`src/rtl/core/yinp_pkg.sv`:
```
// Shared constants for the YIN pitch detector.
`default_nettype none
package yinp_pkg;
    localparam int WINDOW_DEF      = 2048;
    localparam int SAMPLE_BITS_DEF = 16;

    localparam int THR_W   = 17;
    localparam int SR_W    = 18;
    localparam int PITCH_W = 18;
    localparam int LAG_W   = 19;
    localparam int CM_W    = 20;
    localparam int CFG_IDX_W = 2;
    localparam int CFG_DAT_W = 18;

    localparam logic [CFG_IDX_W-1:0] REG_THRESHOLD   = 2'd0;
    localparam logic [CFG_IDX_W-1:0] REG_SAMPLE_RATE = 2'd1;

    localparam logic [THR_W-1:0] THR_RESET = 17'd9830;
    localparam logic [SR_W-1:0]  SR_RESET  = 18'd44100;

    localparam logic [CM_W-1:0]  CM_ONE  = 20'h10000;
    localparam logic [CM_W-1:0]  CM_MAX  = 20'hFFFFF;
    localparam logic [LAG_W-1:0] LAG_MAX = 19'h7FFFF;

    // pitch limits in Q.4 Hz
    localparam int PITCH_LO = 320;
    localparam int PITCH_HI = 160000;

    // quotient bits of the shared divider
    localparam int DIV_QB = 29;
endpackage
`default_nettype wire

```
`src/rtl/core/yinp_front.sv`:
```
// Input side: sample capture, frame queue and configuration registers.
`default_nettype none
module yinp_front #(
    parameter int WINDOW      = yinp_pkg::WINDOW_DEF,
    parameter int SAMPLE_BITS = yinp_pkg::SAMPLE_BITS_DEF
) (
    input  wire logic                              i_clk,
    input  wire logic                              i_rst_n,
    input  wire logic                              i_valid,
    output logic                                   o_stall,
    input  wire logic signed [SAMPLE_BITS-1:0]     i_sample,
    input  wire logic                              i_last,
    input  wire logic                              i_cfg_valid,
    output logic                                   o_cfg_ready,
    input  wire logic [yinp_pkg::CFG_IDX_W-1:0]    i_cfg_index,
    input  wire logic [yinp_pkg::CFG_DAT_W-1:0]    i_cfg_data,
    input  wire logic                              i_back_busy,
    input  wire logic                              i_job_pop,
    output logic                                   o_job_valid,
    output logic [$clog2(WINDOW+1)-1:0]            o_job_n,
    output logic                                   o_we,
    output logic [$clog2(WINDOW)-1:0]              o_waddr,
    output logic [SAMPLE_BITS-1:0]                 o_wdata,
    output logic [yinp_pkg::THR_W-1:0]             o_threshold,
    output logic [yinp_pkg::SR_W-1:0]              o_sample_rate
);
    import yinp_pkg::*;

    localparam int CW = $clog2(WINDOW + 1);
    localparam int AW = $clog2(WINDOW);

    logic [CW-1:0] r_cnt;
    logic          r_job_valid;
    logic [CW-1:0] r_job_n;
    logic [THR_W-1:0] r_threshold;
    logic [SR_W-1:0]  r_sample_rate;
    logic          accept;
    logic          room;

    // frame samples may not overwrite a frame still under analysis
    assign o_stall = r_job_valid || i_back_busy;
    assign accept  = i_valid && !o_stall;
    assign room    = r_cnt < CW'(WINDOW);

    assign o_we    = accept && room;
    assign o_waddr = r_cnt[AW-1:0];
    assign o_wdata = i_sample;

    assign o_job_valid   = r_job_valid;
    assign o_job_n       = r_job_n;
    assign o_cfg_ready   = 1'b1;
    assign o_threshold   = r_threshold;
    assign o_sample_rate = r_sample_rate;

    always_ff @(posedge i_clk) begin
        if (!i_rst_n) begin
            r_cnt         <= '0;
            r_job_valid   <= 1'b0;
            r_threshold   <= THR_RESET;
            r_sample_rate <= SR_RESET;
        end else begin
            if (i_job_pop) begin
                r_job_valid <= 1'b0;
            end
            if (accept) begin
                if (i_last) begin
                    r_cnt       <= '0;
                    r_job_valid <= 1'b1;
                    r_job_n     <= room ? r_cnt + 1'b1 : r_cnt;
                end else if (room) begin
                    r_cnt <= r_cnt + 1'b1;
                end
            end
            if (i_cfg_valid) begin
                case (i_cfg_index)
                    REG_THRESHOLD:   r_threshold   <= i_cfg_data[THR_W-1:0];
                    REG_SAMPLE_RATE: r_sample_rate <= i_cfg_data[SR_W-1:0];
                    default: ;
                endcase
            end
        end
    end
endmodule
`default_nettype wire

```
`config.mk`:
```
export PLATFORM = sky130hd
export DESIGN_NAME = yinp_front
export DESIGN_NICKNAME = d
export VERILOG_FILES = /design/src/rtl/core/yinp_pkg.sv /design/src/rtl/core/yinp_front.sv
export SDC_FILE = /design/constraint.sdc
export NUM_CORES = 1
export LEC_CHECK = 0
export ABC_AREA = 1
export BUFFER_PORTS_ARGS = -buffer_cell sky130_fd_sc_hd__clkbuf_2
export CAP_MARGIN = 20
export CELL_PAD_IN_SITES_DETAIL_PLACEMENT = 0
export CELL_PAD_IN_SITES_GLOBAL_PLACEMENT = 1
export CORE_MARGIN = 8
export CORE_UTILIZATION = 33
export DETAILED_ROUTE_END_ITERATION = 10
export GPL_ROUTABILITY_DRIVEN = 0
export GPL_TIMING_DRIVEN = 0
export PLACE_DENSITY_LB_ADDON = 0.1
export SLEW_MARGIN = 20
export SYNTH_ARGS = -nofsm -noshare
export SYNTH_HDL_FRONTEND = slang
export SYNTH_SLANG_ARGS = --single-unit
```
`constraint.sdc`:
```
create_clock -name i_clk -period 2.3 [get_ports i_clk]
set_input_delay 0.575 -clock i_clk [delete_from_list [all_inputs] [get_ports i_clk]]
set_output_delay 0.575 -clock i_clk [all_outputs]
set_load 0.01 [all_outputs]
```
==> reports/results.ini, run 1 <==
[detailed_routing]
drtAntennaViolNets=0
viasPerCell=4.38
drt-total-wl_um=7240
wire_per_inst_um=13.5
post-route-drc-count=0
vias=2359
drtIter0Drc=42
dr.pass1.iters=6

[die]
die_x_um=105
core_area_mm2=0.00773
initial_core_util=0.341
rows=32
die_h_um=105
boundaryPins=121
dieArea_mm2=0.0111

[synth]
syn_area_per_cell_um2=8.25
yosysUniqueCellTypes=30
ys_warn_count=0
netlist_area_mm2=0.00263
synth_fp_nets=363
ys_ff_latch=60
synthCells=319
seq_area_frac_synth=0.502

[clock_tree]
postCtsHoldBufs=0
cts_resized=0
cts-root-buf=clkbuf_8
clk_latency_ns=0.33
cts_setup_buffers=0
clkTransAtPathRegs_ns=0.06
cts_tree=done
htreeDepth=3
cts_buffers=9
cts_sinks=60
clockBufferDepth=2

[critical_path]
reg2reg_slack_ns=0.69
critPathCaptureType=primary output
crit_path_start_kind=flip-flop
cp.arrival_ns=1.57
path_max_fanout=10
crit_type=flip-flop to primary output
startpoint=o_job_valid
r2r-start=o_job_valid
crit_required_ns=1.73

[power]
ir_worst_vdd_v=0.000284
power_density_mw_per_mm2=627
power_leakage_nw=1.69

[finish]
fillers=837
syn2layout_area_growth_pct=30.4
insertedDiodeCount=0
instances_no_fill=538
layout.nets=476
drive_gt1_frac=0.394

[grt]
track_usage=0.134
grtUsageMet3=0.0579
grt_most_used_layer=met2
grt_use_met1=0.130
grtUsageMet2=0.241
antenna_found_initial=0
grt_pass1_vias=2481
grt.overflow.total=0
grt_max_degree=13
grt_pass1_wl_um=11900

[timing]
worst_hold_slack_ns=0.445
worst_slew_margin_rel=0.566
fmax_mhz=465
slew_viol_final=0
fin_crit_ns=2.15
fin_skew_ns=0.00731
fin_ws_ns=0.151
rsz0062_at_grt=false
fin_crit_sh=0.934
finalHoldViolCount=0
worst_pin_slew_ns=0.651
report.final.setup_viol=0

[place]
placed_cells=523
place_ws_ns=-0.188
io_buffers=102
place_hpwl_um=5560

[min_path]
hold_start=i_job_pop
holdCritPathClass=input pin to flip-flop

[flow_run]
maxCapViolations=0

[run_status]
outcome=completed

## placed cells by master (no fill, tap or decap), types with 5 or more instances in the layout
| cell | netlist | final |
|---|---|---|
| o21ai_0 | 23 | 23 |
| edfxtp_1 | 12 | 12 |
| inv_1 | 16 | 16 |
| clkbuf_1 | 5 | 7 |
| clkbuf_8 | 0 | 10 |
| nor2_1 | 54 | 53 |
| buf_4 | 28 | 28 |
| nand3_1 | 24 | 24 |
| dfxtp_1 | 48 | 48 |
| nand2_2 | 5 | 5 |
| nand2_1 | 59 | 59 |
| a21oi_1 | 5 | 5 |
| clkbuf_2 | 0 | 102 |
| buf_2 | 5 | 5 |
## stage by stage
stage / total power, mW / utilization / setup TNS [ns] / instance area (um^2)
2_1_floorplan: 1.27 / - / 0 / 2630
3_3_place_gp: 1.38 / 0.423 / -1.68 / 3270
3_5_place_dp: 1.38 / 0.423 / -2.25 / 3270
4_1_cts: 2.19 / 0.444 / 0 / 3430
5_1_grt: 2.26 / 0.444 / 0 / 3430
6_report: 2.15 / 0.444 / 0 / 3430
## logic make-up (layout without fill, tap and decap cells)
kind of cell	count (synthesis)	in the layout	share of synthesized area
simple gates	156	156	0.261
flops	60	60	0.502
buf+inv	60	177	0.135
compound gates	38	38	0.0832
xor+xnor	3	3	0.0128
fa+ha+maj	1	1	0.00475
other cells	1	1	0.00142
## critical path, cell delays in order (launching register included)
cell and delay, ns:
dfxtp_1 0.38, inv_1 0.08, nand3_2 0.12, clkbuf_1 0.42, nor2_1 0.10, clkbuf_2 0.15
## cell usage after synthesis, drive strengths merged
cell type   n  area [um^2]
xor2        1         16.3
edfxtp     12          360
and2        2         12.5
a21o        1         8.76
o22ai       2         12.5
nor2       58          243
clkinv      1         3.75
dfxtp      48          961
o21ai      23          115
nand2      64          253
conb        1         3.75
xnor2       2         17.5
buf        35          258
ha          1         12.5
nand4       4         25.0
nor3        1         5.00
clkbuf      5         18.8
a21oi       9         60.1
inv        19         73.8
nand3      27          150
a22oi       3         22.5
## final cells by class
cell class,count,area (um^2),area share
Sequential cell,60,1320,0.385
Multi-Input combinational cell,199,960,0.280
Timing Repair Buffer,102,510,0.149
Buffer,40,277,0.0805
Clock buffer,12,145,0.0423
Tap cell,102,128,0.0372
Inverter,20,77.6,0.0226
Clock inverter,3,15.0,0.00437
## metal layers
layer  vias up  part of all wire
met1      1078              0.40
met2        56              0.52
met5         -                 0
li1       1220                 -
met4         0            0.0083
met3         5             0.077
## power breakdown
part | leakage, nW | switching, mW | internal [mW]
combinational | 1.08 | 0.130 | 0.0986
clock | 0.0860 | 0.392 | 0.409
sequential | 0.518 | 0.0183 | 1.11
## worst paths after layout
kind / endpoint / depth (start not counted)
setup reg to reg: o_job_n[11] / 5
hold reg to reg: o_threshold[1] / 2
setup / recovery: o_we / 5
hold / removal: o_job_valid / 2
## registers in the layout (all words and copies together) (netlist names)
register / count
o_threshold: 17
o_sample_rate: 18
o_job_n: 12
r_cnt: 12
o_job_valid: 1
Note: power is estimated with default switching activity, not from simulation.
==> run 2: changes to the inputs <==
--- a/config.mk
+++ b/config.mk
@@ -6,13 +6,13 @@
 export NUM_CORES = 1
 export LEC_CHECK = 0
 export ABC_AREA = 1
-export BUFFER_PORTS_ARGS = -buffer_cell sky130_fd_sc_hd__clkbuf_2
 export CAP_MARGIN = 20
 export CELL_PAD_IN_SITES_DETAIL_PLACEMENT = 0
 export CELL_PAD_IN_SITES_GLOBAL_PLACEMENT = 1
 export CORE_MARGIN = 8
-export CORE_UTILIZATION = 33
+export CORE_UTILIZATION = 44
 export DETAILED_ROUTE_END_ITERATION = 10
+export DONT_BUFFER_PORTS = 1
 export GPL_ROUTABILITY_DRIVEN = 0
 export GPL_TIMING_DRIVEN = 0
 export PLACE_DENSITY_LB_ADDON = 0.1
==> reports/results.ini, run 2 (synthesis results as in run 1) <==
[place]
place_ws_ns=-0.117  ; +0.0711 ns
io_buffers=0  ; -100%
placed_cells=394  ; -25%
place_hpwl_um=5030  ; -9.6%

[finish]
fillers=591  ; -29%
final_common_cell=nand2_1
syn2layout_area_growth_pct=11.2
final_util=0.500  ; +0.0561
ff_latch_area_mm2=0.00132  ; unchanged
instances_no_fill=409  ; -24%
mostFrequentLayoutCells=59 x nand2_1, 54 x nor2_1, 48 x dfxtp_1, 29 x buf_4, 24 x nand3_1
drive_gt1_frac=0.210  ; -0.185
multiInputGateArea_um2=957  ; -0.26%
insertedDiodeCount=0  ; unchanged
layout.nets=374  ; -21%
largest_reg_flops=18  ; unchanged

[power]
power_density_mw_per_mm2=755  ; +20%
ir_worst_vdd_v=0.000373  ; +31%
power_leakage_nw=1.27  ; -25%

[detailed_routing]
post-route-drc-count=0  ; unchanged
viasPerCell=4.94  ; +13%
top_layer_used=met4
drt-met1-wl_um=2540  ; -11%
dr.pass1.iters=4  ; -2
drtAntennaViolNets=0  ; unchanged
vias=2021  ; -14%
wire_per_inst_um=16.3  ; +21%
drtIter0Drc=38  ; -9.5%
met2_length_um=3350  ; -11%
drt-total-wl_um=6670  ; -7.8%
dr_wl_met3_um=638  ; +15%

[die]
rows=28  ; -13%
boundaryPins=121  ; unchanged
initial_core_util=0.450  ; +0.109
die_h_um=93.4  ; -11%
die_x_um=93.4  ; -11%
core_area_mm2=0.00585  ; -24%
dieArea_mm2=0.00871  ; -21%

[timing]
report.final.setup_viol=0  ; unchanged
fin_crit_ns=2.00  ; -0.151 ns
fmax_mhz=501  ; +7.6%
fin_skew_ns=0.00171  ; -0.00560 ns
worst_pin_slew_ns=0.536  ; -0.115 ns
tns_ns=0  ; unchanged
rsz0062_at_grt=false
slew_viol_final=0  ; unchanged
worst_slew_margin_rel=0.643  ; +0.0771
fin_ws_ns=0.302  ; +0.151 ns
finalHoldViolCount=0  ; unchanged
fin_crit_sh=0.869  ; -0.0659

[grt]
antenna_found_initial=0  ; unchanged
grt.overflow.total=0  ; unchanged
grt_max_degree=13  ; unchanged
grt_pass1_vias=2048  ; -17%
grt_pass1_wl_um=10700  ; -11%
track_usage=0.161  ; +0.0268

[clock_tree]
cts_sinks=60  ; unchanged
clkTransAtPathRegs_ns=0.06  ; about the same
cts_buffers=9  ; unchanged
cts-root-buf=clkbuf_8
htreeDepth=3  ; unchanged
cts_setup_buffers=0  ; unchanged
clockBufferDepth=2  ; unchanged
cts_tree=done
clk_latency_ns=0.33  ; about the same

[min_path]
holdCritPathClass=input pin to flip-flop

[run_status]
outcome=completed

[critical_path]
crit_type=flip-flop to primary output
path_max_fanout=14  ; +4
critPathCaptureType=primary output
crit_path_start_kind=flip-flop
cp.arrival_ns=1.42  ; -0.15 ns
crit_required_ns=1.73  ; about the same

[flow_run]
maxCapViolations=0  ; unchanged

-- run 2: where the power goes --
group          internal (mW)  switching [mW]  total [mW]
clock network          0.541           0.387       0.928
logic                 0.0519          0.0837       0.136
registers               1.11          0.0419        1.15
-- run 2: path summary, 6_finish.rpt --
check | startpoint | to | slack, ns | depth (start not counted)
worst max-delay path | o_job_valid | o_we | 0.30 | 3
worst min-delay path | i_job_pop | o_job_valid | 0.35 | 1
worst max register to register | o_job_valid | o_job_n[9] | 0.47 | 6
worst min register to register | o_threshold[2] | o_threshold[2] | 0.52 | 2
-- run 2: cell type report --
class	count	area share
well taps	75	0.0321
inverters	20	0.0265
clock buffers	15	0.0675
repair buffers	1	0.00256
plain buffers	39	0.0932
flip-flops and latches	60	0.451
multi-input cells	199	0.327
-- run 2: metrics by stage --
stage / power [mW] / cell area [um^2] / hold WS, ns
floorplan: 1.27 / 2630 / 0.483
global placement: 1.31 / 2730 / 0.508
detailed placement: 1.31 / 2730 / 0.512
CTS: 2.24 / 2920 / 0.326
global route: 2.30 / 2930 / 0.328
finish: 2.21 / 2930 / 0.346
-- run 2: metal layers --
metal  up-vias  global-route usage
met5         -                   0
met4         0              0.0966
met3        11              0.0745
met2        72               0.266
met1       916               0.162
li1       1022                   -
-- run 2: worst max-delay path: stages, from the launching register on --
cell and delay, ns:
dfxtp_1 0.36, inv_1 0.10, nand3_2 0.29, nor2_1 0.33
-- run 2: what timing repair did --
action,4_1_cts,5_1_grt
setup endpoints to repair,0,1
resized for setup,0,0
hold buffers,0,0
